<file path="config.mk">
export PLATFORM = sky130hd
export DESIGN_NAME = nmc_parser
export DESIGN_NICKNAME = d
export VERILOG_FILES = /design/src/design/nmc_pkg.sv /design/src/design/nmc_parser.sv
export SDC_FILE = /design/constraint.sdc
export NUM_CORES = 1
export LEC_CHECK = 0
export ABC_AREA = 1
export BUFFER_PORTS_ARGS = -buffer_cell sky130_fd_sc_hd__buf_2
export CELL_PAD_IN_SITES_DETAIL_PLACEMENT = 0
export CELL_PAD_IN_SITES_GLOBAL_PLACEMENT = 1
export CORE_MARGIN = 4
export CORE_UTILIZATION = 44
export CTS_BUF_LIST = sky130_fd_sc_hd__clkbuf_2
export CTS_CLUSTER_DIAMETER = 150
export DETAILED_ROUTE_END_ITERATION = 7
export PLACE_DENSITY = 0.79
export SLEW_MARGIN = 10
export SYNTH_ARGS = -nofsm -noshare
export SYNTH_HDL_FRONTEND = slang
export SYNTH_SLANG_ARGS = --single-unit
</file>
<file path="constraint.sdc">
create_clock -name clk -period 2.94 [get_ports clk]
set_input_delay 0.294 -clock clk [delete_from_list [all_inputs] [get_ports clk]]
set_output_delay 0.294 -clock clk [all_outputs]
set_load 0.02 [all_outputs]
</file>
<file path="src/design/nmc_pkg.sv">
// Shared types and constants for the NMEA sentence checker.
// No dependencies; the parser, the output stage and the top level import this package.
package nmc_pkg;

  // ASCII codes the parser reacts to
  localparam logic [7:0] CH_DOLLAR = 8'h24;
  localparam logic [7:0] CH_STAR   = 8'h2A;
  localparam logic [7:0] CH_LF     = 8'h0A;
  localparam logic [7:0] CH_COMMA  = 8'h2C;
  localparam logic [7:0] CH_A      = 8'h41;
  localparam logic [7:0] CH_ZERO   = 8'h30;
  localparam logic [7:0] CH_NINE   = 8'h39;
  localparam logic [7:0] CH_F      = 8'h46;

  // Talker/sentence headers, five bytes after the dollar sign
  localparam logic [39:0] HDR_RMC = 40'h4750524D43;
  localparam logic [39:0] HDR_GGA = 40'h4750474741;
  localparam logic [39:0] HDR_VTG = 40'h4750565447;
  localparam logic [39:0] HDR_GSA = 40'h4750475341;

  // Result status codes
  localparam logic [1:0] ST_MATCH    = 2'd0;
  localparam logic [1:0] ST_MISMATCH = 2'd1;
  localparam logic [1:0] ST_OVERFLOW = 2'd2;

  // Sentence kind codes
  localparam logic [2:0] KIND_OTHER = 3'd0;
  localparam logic [2:0] KIND_RMC   = 3'd1;
  localparam logic [2:0] KIND_GGA   = 3'd2;
  localparam logic [2:0] KIND_VTG   = 3'd3;
  localparam logic [2:0] KIND_GSA   = 3'd4;

  // Header occupies byte positions 1..5, classified once position 6 is reached
  localparam logic [6:0] HDR_FIRST_POS = 7'd1;
  localparam logic [6:0] HDR_LAST_POS  = 7'd5;
  localparam logic [6:0] HDR_DONE_POS  = 7'd6;

  // Comma index of the fix-status field per sentence kind
  localparam logic [3:0] RMC_FIX_FIELD = 4'd2;
  localparam logic [3:0] GGA_FIX_FIELD = 4'd6;
  localparam logic [3:0] GSA_FIX_FIELD = 4'd2;
  localparam logic [3:0] COMMA_MAX     = 4'd15;
  localparam logic [1:0] DIGITS_FULL   = 2'd2;

  // One finished-sentence result word
  typedef struct packed {
    logic [1:0] status;
    logic [2:0] sentence_kind;
    logic       fix_valid;
    logic [7:0] computed_sum;
    logic [7:0] received_sum;
    logic [6:0] sentence_length;
  } nmc_result_t;

  // Upper-case hex digit decode: {bad, value}
  function automatic logic [4:0] hex_decode(input logic [7:0] b);
    logic [4:0] r;
    if (b >= CH_ZERO && b <= CH_NINE) begin
      r = {1'b0, 4'(b - CH_ZERO)};
    end else if (b >= CH_A && b <= CH_F) begin
      r = {1'b0, 4'(b - CH_A + 8'd10)};
    end else begin
      r = {1'b1, 4'd0};
    end
    return r;
  endfunction

endpackage

</file>
<file path="src/design/nmc_parser.sv">
// Sentence framing, checksum, header classification and fix tracking.
// Depends on nmc_pkg; processes one byte per fire, result is combinational.
module nmc_parser #(
  parameter int MAX_LEN = 100
) (
  input  logic                clk,
  input  logic                rst_n,
  input  logic                fire,
  input  logic [7:0]          rx_byte,
  output logic                res_valid,
  output nmc_pkg::nmc_result_t res
);
  import nmc_pkg::*;

  localparam logic [6:0] LEN_LIMIT = 7'(MAX_LEN - 1);

  typedef enum logic [2:0] {
    PH_IDLE   = 3'b001,
    PH_BODY   = 3'b010,
    PH_DIGITS = 3'b100
  } phase_t;

  phase_t      phase_r,   phase_nxt;
  logic [7:0]  xor_r,     xor_nxt;
  logic [7:0]  dsum_r,    dsum_nxt;
  logic [1:0]  dcnt_r,    dcnt_nxt;
  logic        dbad_r,    dbad_nxt;
  logic [6:0]  bcnt_r,    bcnt_nxt;
  logic [39:0] hdr_r,     hdr_nxt;
  logic [2:0]  kind_r,    kind_nxt;
  logic [3:0]  comma_r,   comma_nxt;
  logic        fix_r,     fix_nxt;
  logic        fstart_r,  fstart_nxt;
  logic [1:0]  st;
  logic [4:0]  hex;

  assign hex = hex_decode(rx_byte);

  always_comb begin
    phase_nxt  = phase_r;
    xor_nxt    = xor_r;
    dsum_nxt   = dsum_r;
    dcnt_nxt   = dcnt_r;
    dbad_nxt   = dbad_r;
    bcnt_nxt   = bcnt_r;
    hdr_nxt    = hdr_r;
    kind_nxt   = kind_r;
    comma_nxt  = comma_r;
    fix_nxt    = fix_r;
    fstart_nxt = fstart_r;
    res_valid  = 1'b0;
    st         = ST_MISMATCH;

    if (fire) begin
      unique case (phase_r)
        // wait for the start of a sentence
        PH_IDLE: begin
          if (rx_byte == CH_DOLLAR) begin
            xor_nxt    = '0;
            dsum_nxt   = '0;
            dcnt_nxt   = '0;
            dbad_nxt   = 1'b0;
            bcnt_nxt   = 7'd1;
            hdr_nxt    = '0;
            kind_nxt   = KIND_OTHER;
            comma_nxt  = '0;
            fix_nxt    = 1'b0;
            fstart_nxt = 1'b1;
            phase_nxt  = PH_BODY;
          end
        end
        PH_BODY, PH_DIGITS: begin
          // header capture and classification
          if (bcnt_r >= HDR_FIRST_POS && bcnt_r <= HDR_LAST_POS) begin
            hdr_nxt = {hdr_r[31:0], rx_byte};
          end
          bcnt_nxt = bcnt_r + 7'd1;
          if (bcnt_nxt == HDR_DONE_POS) begin
            if (hdr_nxt == HDR_RMC)      kind_nxt = KIND_RMC;
            else if (hdr_nxt == HDR_GGA) kind_nxt = KIND_GGA;
            else if (hdr_nxt == HDR_VTG) kind_nxt = KIND_VTG;
            else if (hdr_nxt == HDR_GSA) kind_nxt = KIND_GSA;
            else                         kind_nxt = KIND_OTHER;
          end

          if (rx_byte == CH_LF) begin
            // end of sentence: compare checksums
            if (phase_r == PH_DIGITS && dcnt_r == DIGITS_FULL && !dbad_r &&
                dsum_r == xor_r) begin
              st = ST_MATCH;
            end
            res_valid = 1'b1;
            phase_nxt = PH_IDLE;
          end else begin
            if (phase_r == PH_BODY) begin
              if (rx_byte == CH_STAR) begin
                phase_nxt = PH_DIGITS;
              end else begin
                xor_nxt = xor_r ^ rx_byte;
                if (rx_byte == CH_COMMA) begin
                  if (comma_r < COMMA_MAX) comma_nxt = comma_r + 4'd1;
                  fstart_nxt = 1'b0;
                end else if (!fstart_r) begin
                  // first character of a field: fix status check
                  fstart_nxt = 1'b1;
                  if (kind_nxt == KIND_RMC && comma_r == RMC_FIX_FIELD) begin
                    fix_nxt = (rx_byte == CH_A);
                  end else if (kind_nxt == KIND_GGA && comma_r == GGA_FIX_FIELD) begin
                    fix_nxt = (rx_byte != CH_ZERO);
                  end else if (kind_nxt == KIND_GSA && comma_r == GSA_FIX_FIELD) begin
                    fix_nxt = (rx_byte != CH_ZERO);
                  end
                end
              end
            end else if (dcnt_r < DIGITS_FULL) begin
              // checksum digits after the asterisk
              if (hex[4]) dbad_nxt = 1'b1;
              dsum_nxt = {dsum_r[3:0], hex[3:0]};
              dcnt_nxt = dcnt_r + 2'd1;
            end

            // length overflow
            if (bcnt_nxt >= LEN_LIMIT) begin
              st        = ST_OVERFLOW;
              res_valid = 1'b1;
              phase_nxt = PH_IDLE;
            end
          end
        end
        default: begin
          phase_nxt = PH_IDLE;
        end
      endcase
    end
  end

  assign res.status          = st;
  assign res.sentence_kind   = kind_nxt;
  assign res.fix_valid       = fix_nxt;
  assign res.computed_sum    = xor_nxt;
  assign res.received_sum    = dsum_nxt;
  assign res.sentence_length = bcnt_nxt;

  always_ff @(posedge clk) begin
    if (!rst_n) begin
      phase_r  <= PH_IDLE;
      xor_r    <= '0;
      dsum_r   <= '0;
      dcnt_r   <= '0;
      dbad_r   <= 1'b0;
      bcnt_r   <= '0;
      hdr_r    <= '0;
      kind_r   <= KIND_OTHER;
      comma_r  <= '0;
      fix_r    <= 1'b0;
      fstart_r <= 1'b0;
    end else begin
      phase_r  <= phase_nxt;
      xor_r    <= xor_nxt;
      dsum_r   <= dsum_nxt;
      dcnt_r   <= dcnt_nxt;
      dbad_r   <= dbad_nxt;
      bcnt_r   <= bcnt_nxt;
      hdr_r    <= hdr_nxt;
      kind_r   <= kind_nxt;
      comma_r  <= comma_nxt;
      fix_r    <= fix_nxt;
      fstart_r <= fstart_nxt;
    end
  end

endmodule

</file>
-- Yosys cells after proc, flatten, opt, wreduce, memory -nomap -nowiden
Index checks and enable logic that the tools add are counted.
- $lt $le $gt $ge: 9
- bitwise operators: 1
- equality and inequality tests: 32
- mux-type cells: 82
- $add $sub $neg: 6
- reduce and logical (&&, ||, !) cells: 18
- operators by type and width (cell ; count):
    equality test 40 x 39 -> 1 bit (second input constant) ; 4
    2-to-1 mux 40 bit ; 4
    2-to-1 mux 8 bit ; 10
    one-hot mux 40 bit (2 select lines) ; 1
    2-to-1 mux 3 bit ; 14
    one-hot mux 8 bit (2 select lines) ; 2
    2-to-1 mux 1 bit ; 25
    equality test 8 x 6 -> 1 bit (second input constant) ; 3
    2-to-1 mux 4 bit ; 6
    != test 2 bit (second input constant) ; 9
    2-to-1 mux 2 bit ; 8
    2-to-1 mux 7 bit ; 2
    one-hot mux 7 bit (2 select lines) ; 1
    one-hot mux 3 bit (2 select lines) ; 2
    AND reduction 6 bit ; 2
    2-to-1 mux 5 bit ; 2
    logical AND 1 bit ; 9
    equality test 8 x 4 -> 1 bit (second input constant) ; 1
    equality test 8 x 7 -> 1 bit (second input constant) ; 1
    equality test 8 bit ; 1
    >= comparator 8 x 6 -> 1 bit (second input constant) ; 1
    >= comparator 8 x 7 -> 1 bit (second input constant) ; 1
    less-or-equal comparator 8 x 6 -> 1 bit (second input constant) ; 1
    less-or-equal comparator 8 x 7 -> 1 bit (second input constant) ; 1
    other kinds (30) ; 37
- register bits: 78
- input bits: 11
- output and inout bits: 30

-- Longest topological paths before layout
- word-level depth: 25
- gate-level depth with buffers: 27
- depth with buffers taken out: 24

-- Worst setup path before layout
No wires, ideal clock.
- path type: reg2out
- start point: reg bcnt_r[1]
- end point: out res[23] (netlist bit)
- cell stages (with the launch flop): 26
- path slack: 0.272 ns
- arrival: 2.374 ns
- cell sequence: dfxtp_1 inv_1 ha_1 inv_1 nand2_4 nand2_4 buf_8 nand2_2 nand2_1 nand2_1 nor2_4 nand2_1 nor2_1 nand3_1 nand3_2 nand2_1 nand2_2 nand2_2 nand3_1 nand2_1 nand3_1 nand2_1 nand2_1 nand2_1 nand2_1 buf_4
- longest elaborated chain between the ends: 25
- elaborated cells on any way between the ends: 35
- ends and longest elaborated chain (item ; RTL line ; source):
    start, declared ; nmc_parser.sv:28 ; logic [6:0] bcnt_r, bcnt_nxt;
    start signal, assigned ; nmc_parser.sv:163 ; bcnt_r <= bcnt_nxt;
    >= comparator 7 x 1 -> 1 bit / less-or-equal comparator 7 x 3 -> 1 bit (equally long branches) ; nmc_parser.sv:74 ; if (bcnt_r >= HDR_FIRST_POS && bcnt_r <= HDR_LAST_POS) begin
    logical AND 1 bit ; nmc_parser.sv:74 ;
    2-to-1 mux 40 bit ; nmc_parser.sv:74 ;
    2-to-1 mux 40 bit ; nmc_parser.sv:55 ; unique case (phase_r)
    2-to-1 mux 40 bit ; nmc_parser.sv:54 ; if (fire) begin
    equality test 40 x 39 -> 1 bit ; nmc_parser.sv:82 ; else if (hdr_nxt == HDR_GSA) kind_nxt = KIND_GSA;
    2-to-1 mux 3 bit ; nmc_parser.sv:82 ;
    2-to-1 mux 3 bit ; nmc_parser.sv:81 ; else if (hdr_nxt == HDR_VTG) kind_nxt = KIND_VTG;
    [... 9 more ...] ; - ;
    2-to-1 mux 1 bit * ; nmc_parser.sv:106 ; if (kind_nxt == KIND_RMC && comma_r == RMC_FIX_FIELD) begin
    2-to-1 mux 1 bit * ; nmc_parser.sv:103 ; end else if (!fstart_r) begin
    2-to-1 mux 1 bit * ; nmc_parser.sv:100 ; if (rx_byte == CH_COMMA) begin
    2-to-1 mux 1 bit * ; nmc_parser.sv:96 ; if (rx_byte == CH_STAR) begin
    2-to-1 mux 1 bit * ; nmc_parser.sv:95 ; if (phase_r == PH_BODY) begin
    2-to-1 mux 1 bit * ; nmc_parser.sv:86 ; if (rx_byte == CH_LF) begin
    one-hot mux 1 bit (2 select lines) * ; nmc_parser.sv:55 ;
    2-to-1 mux 1 bit * ; nmc_parser.sv:54 ;
    end, declared ; nmc_parser.sv:11 ; output nmc_pkg::nmc_result_t res
Mark *: on every way between the ends. The rest lies on a longest branch, timed or not. The select of a mux whose other input is x is not followed.

-- Final worst setup path
- start point: reg bcnt_r[1]
- end point: reg hdr_r[20]
- longest elaborated chain between the ends: 6
- elaborated cells on any way between the ends: 7
- ends and longest elaborated chain (item ; RTL line ; source):
    >= comparator 7 x 1 -> 1 bit / less-or-equal comparator 7 x 3 -> 1 bit (equally long branches) ; nmc_parser.sv:74 ;
    logical AND 1 bit * ; nmc_parser.sv:74 ;
    2-to-1 mux 40 bit * ; nmc_parser.sv:74 ;
    2-to-1 mux 40 bit * ; nmc_parser.sv:55 ;
    2-to-1 mux 40 bit * ; nmc_parser.sv:54 ;
    one-hot mux 40 bit (2 select lines) * ; nmc_parser.sv:55 ;
    end signal, assigned ; nmc_parser.sv:164 ; hdr_r <= hdr_nxt;
    end, declared ; nmc_parser.sv:29 ; logic [39:0] hdr_r, hdr_nxt;
Marks and branches as above.
A chain may end at the register's enable or synchronous reset.

==> metrics.yaml <==
power_switching_uw: 569.3
critPathRequiredTime_ps: 3430
skew_ps: 19.14
hold_path.class: "input pin to flip-flop"
first_pass_iters: 5
placed_cell_area_sq_um: 5839
grt.total_usage_pct: 24.38
p_leak_nw: 2.900
die-width_um: 115.4
syn-num-nets: 837
clockBufferDepth: 2
worstPathMaxFanout: 7
drtIter0Drc: 386
final_cell_mix: "238 x nand2_1, 91 x inv_1, 88 x buf_4"
hold_path_depth: 4
area_growth_syn_to_layout_pct: 32.83
wirelength_mm: 15.78
dp_hpwl_mm: 10.99
fin_util_pct: 60.87
grt_pass1_wl_mm: 25.97
endpoint: "hdr_r[20]$_SDFFE_PN0P_"
p_per_area_nw_per_um2: 295.8
row_count: 38
wl_per_cell_um: 14.56
grt_max_degree: 39
critical_path.max_stage_delay_ps: 370
power_frac_seq_pct: 54.0
ir_worst_vdd_mv: 0.2057
fill_cells: 1082
dieArea_sq_um: 13320
core_area_sq_um: 11080
fp.dieH_um: 115.4
ys_warn_count: 0
antenna_found_initial: 0
htree_levels: 3
start_util_pct: 45.82
pin_count: 41
seq_area_frac_synth_pct: 30.76
nNetsFinal: 961
drive_gt1_share_pct: 28.92
final-max-slew-violation-count: 0
worstSetupPathType: "flip-flop to flip-flop"
clk_pin_slew_ps: 220
slew_headroom_pct: 41.55
drc_errors: 0
drv_cap: 0
portBuffers: 40
syn_area_sq_um: 5076
worstPathArrival_ps: 4070
max_freq_mhz: 279.3
end_kind: "flip-flop"
violations: "setup timing"
place_congestion: 0.9298
critPathSlowestCell: "dfxtp_2"
ff2ff_path_depth: 30
viasPerCell: 5.191
crit_path_start: "bcnt_r[1]$_SDFF_PN0_"
comb_power_share_pct: 12.1
clock_latency_ps: 570
avgSynthCellArea_sq_um: 6.228
cp_common_cell: "buf_4"
timing.rr.start: "bcnt_r[1]$_SDFF_PN0_"
grt.overflow.total: 0
grt_setup_unrepaired: "true"
ys_ff_latch: 78
run_status: "finished with violations"
timing.final.crit_share_pct: 121.8
finalPower_mw: 1.994
swShare_pct: 28.55
antenna_cells: 0
cts.sinks: 78
placed_cells: 1034
worstReg2RegEnd: "hdr_r[20]$_SDFFE_PN0P_"
r2r_setup_slack_ps: -640
start_kind: "flip-flop"
stdcell_area_sq_um: 6743
clkPwrFrac_pct: 33.9
synth_cells: 815
cts_buffers: 9
root_buffer: "clkbuf_2"
cts_tree: "yes"
internal-power_mw: 1.425
worst_slew_pin_slew_ps: 870.1
ant_nets: 0
finalHoldViolations: 0
layout_min_cycle_time_ps: 3580
setup_viol: 5
synth_cell_types: 45
layout.cells.non_filler: 1084
final_common_cell: "nand2_1"
fin_tns_setup_ps: -2303
grt_pass1_vias: 5376
vias: 5627
setup_ws_ps: -640.0
[worst max-delay path, delay by kind of cell (launching register included)]
kind | cells | cell delay, ps
buffers and inverters | 21 | 2460
and+or+nand+nor | 8 | 610
DFF | 1 | 370
AOI/OAI and AO/OA | 1 | 50
[per-layer routing]
layer  track usage (%)  up-vias  part of all wire (%)  wire, um
li1                  -     2881                     -         -
met1             34.08     2598                    49      7726
met2             37.89      129                    45      7103
met3             4.178       19                   4.4       699
met4             8.764        0                   1.6       252
met5                 0        -                     0         0
[layout make-up]
class / instances / area [sq um] / area share [%]
multi-input combinational: 601 / 3277 / 48.60
sequential: 78 / 1577 / 23.38
timing repair buffer: 146 / 1201 / 17.81
inverter: 103 / 386.6 / 5.734
tap: 140 / 175.2 / 2.598
clock inverter: 6 / 76.32 / 1.132
clock buffer: 10 / 50.05 / 0.7423
[stage by stage]
| stage | setup slack (ps) | hold slack, ps |
|---|---|---|
| after floorplan | 272.4 | 391.6 |
| after global placement | -71.77 | 449.8 |
| after detailed placement | -97.70 | 454.9 |
| after CTS | -636.2 | 61.36 |
| after global routing | -915.1 | 59.04 |
| final | -640.0 | 116.1 |
[cells in the mapped netlist (all sizes together)]
library cell	n	area (sq um)
o21ai	37	203.9
o21bai	3	22.52
ha	11	137.6
nand4	9	56.30
nand3b	4	30.03
buf	21	168.9
o311ai	2	17.52
o22ai	7	43.79
clkbuf	13	48.80
a2111oi	1	8.760
xnor2	1	8.760
clkinv	1	3.750
nor2	65	261.5
dfxtp	78	1562
nor2b	1	13.76
a311oi	1	8.760
nand2	269	1037
xor2	7	61.31
a41oi	1	8.760
o2111ai	3	26.28
o211ai	2	15.01
a32o	1	10.01
inv	102	382.9
or2	6	37.54
a21oi	70	354.1
nor3	16	102.6
a22o	1	8.760
a211oi	1	7.510
nor4	4	25.02
nand3	76	395.4
o31ai	1	7.510
[power groups by stage]
stage               Clock [mW]  Sequential, mW  Combinational (mW)
global placement             0            1.10               0.209
finish                   0.676            1.08               0.241
floorplan                    0            1.10               0.130
global route             0.746            1.08               0.263
CTS                      0.702            1.08               0.228
detailed placement           0            1.10               0.209
[cell families (layout without fill, tap and decap cells)]
| logic type | after synthesis | after routing | synth area share [%] |
|---|---|---|---|
| AND/OR/NAND/NOR | 450 | 451 | 38.60 |
| XOR/XNOR | 8 | 8 | 1.380 |
| AO/OA/AOI/OAI | 131 | 131 | 14.64 |
| adder cells (fa/ha/maj) | 11 | 11 | 2.711 |
| flip-flops | 78 | 78 | 30.76 |
| buffers and inverters | 137 | 265 | 11.91 |
[worst min-delay path by stage]
stage                     startpoint  slack, ps                     to
2_1_floorplan                  rst_n        390   bcnt_r[0]$_SDFF_PN0_
3_3_place_gp   hdr_r[3]$_SDFFE_PN0P_        450  hdr_r[3]$_SDFFE_PN0P_
5_1_grt                   rx_byte[4]         60    xor_r[4]$_SDFF_PN0_
6_report                  rx_byte[4]        120    xor_r[4]$_SDFF_PN0_
3_5_place_dp   hdr_r[3]$_SDFFE_PN0P_        450  hdr_r[3]$_SDFFE_PN0P_
4_1_cts                   rx_byte[5]         60    xor_r[5]$_SDFF_PN0_
[repair_timing]
action                                  CTS  global route
hold buffers                              1             0
gates resized for setup                  67            60
endpoints found under the setup margin   28            31
cloned                                    3             1
hold endpoints to repair                  4             0
buffers inserted                         25             5
pin swaps                                26            31
[sequential cells by signal (all words and copies together) (netlist names), 2 cells and up]
signal,cells
bcnt_r,7
comma_r,4
dcnt_r,2
dsum_r,8
hdr_r,40
kind_r,3
phase_r,3
xor_r,8
Note: power is estimated with default switching activity, not from simulation.
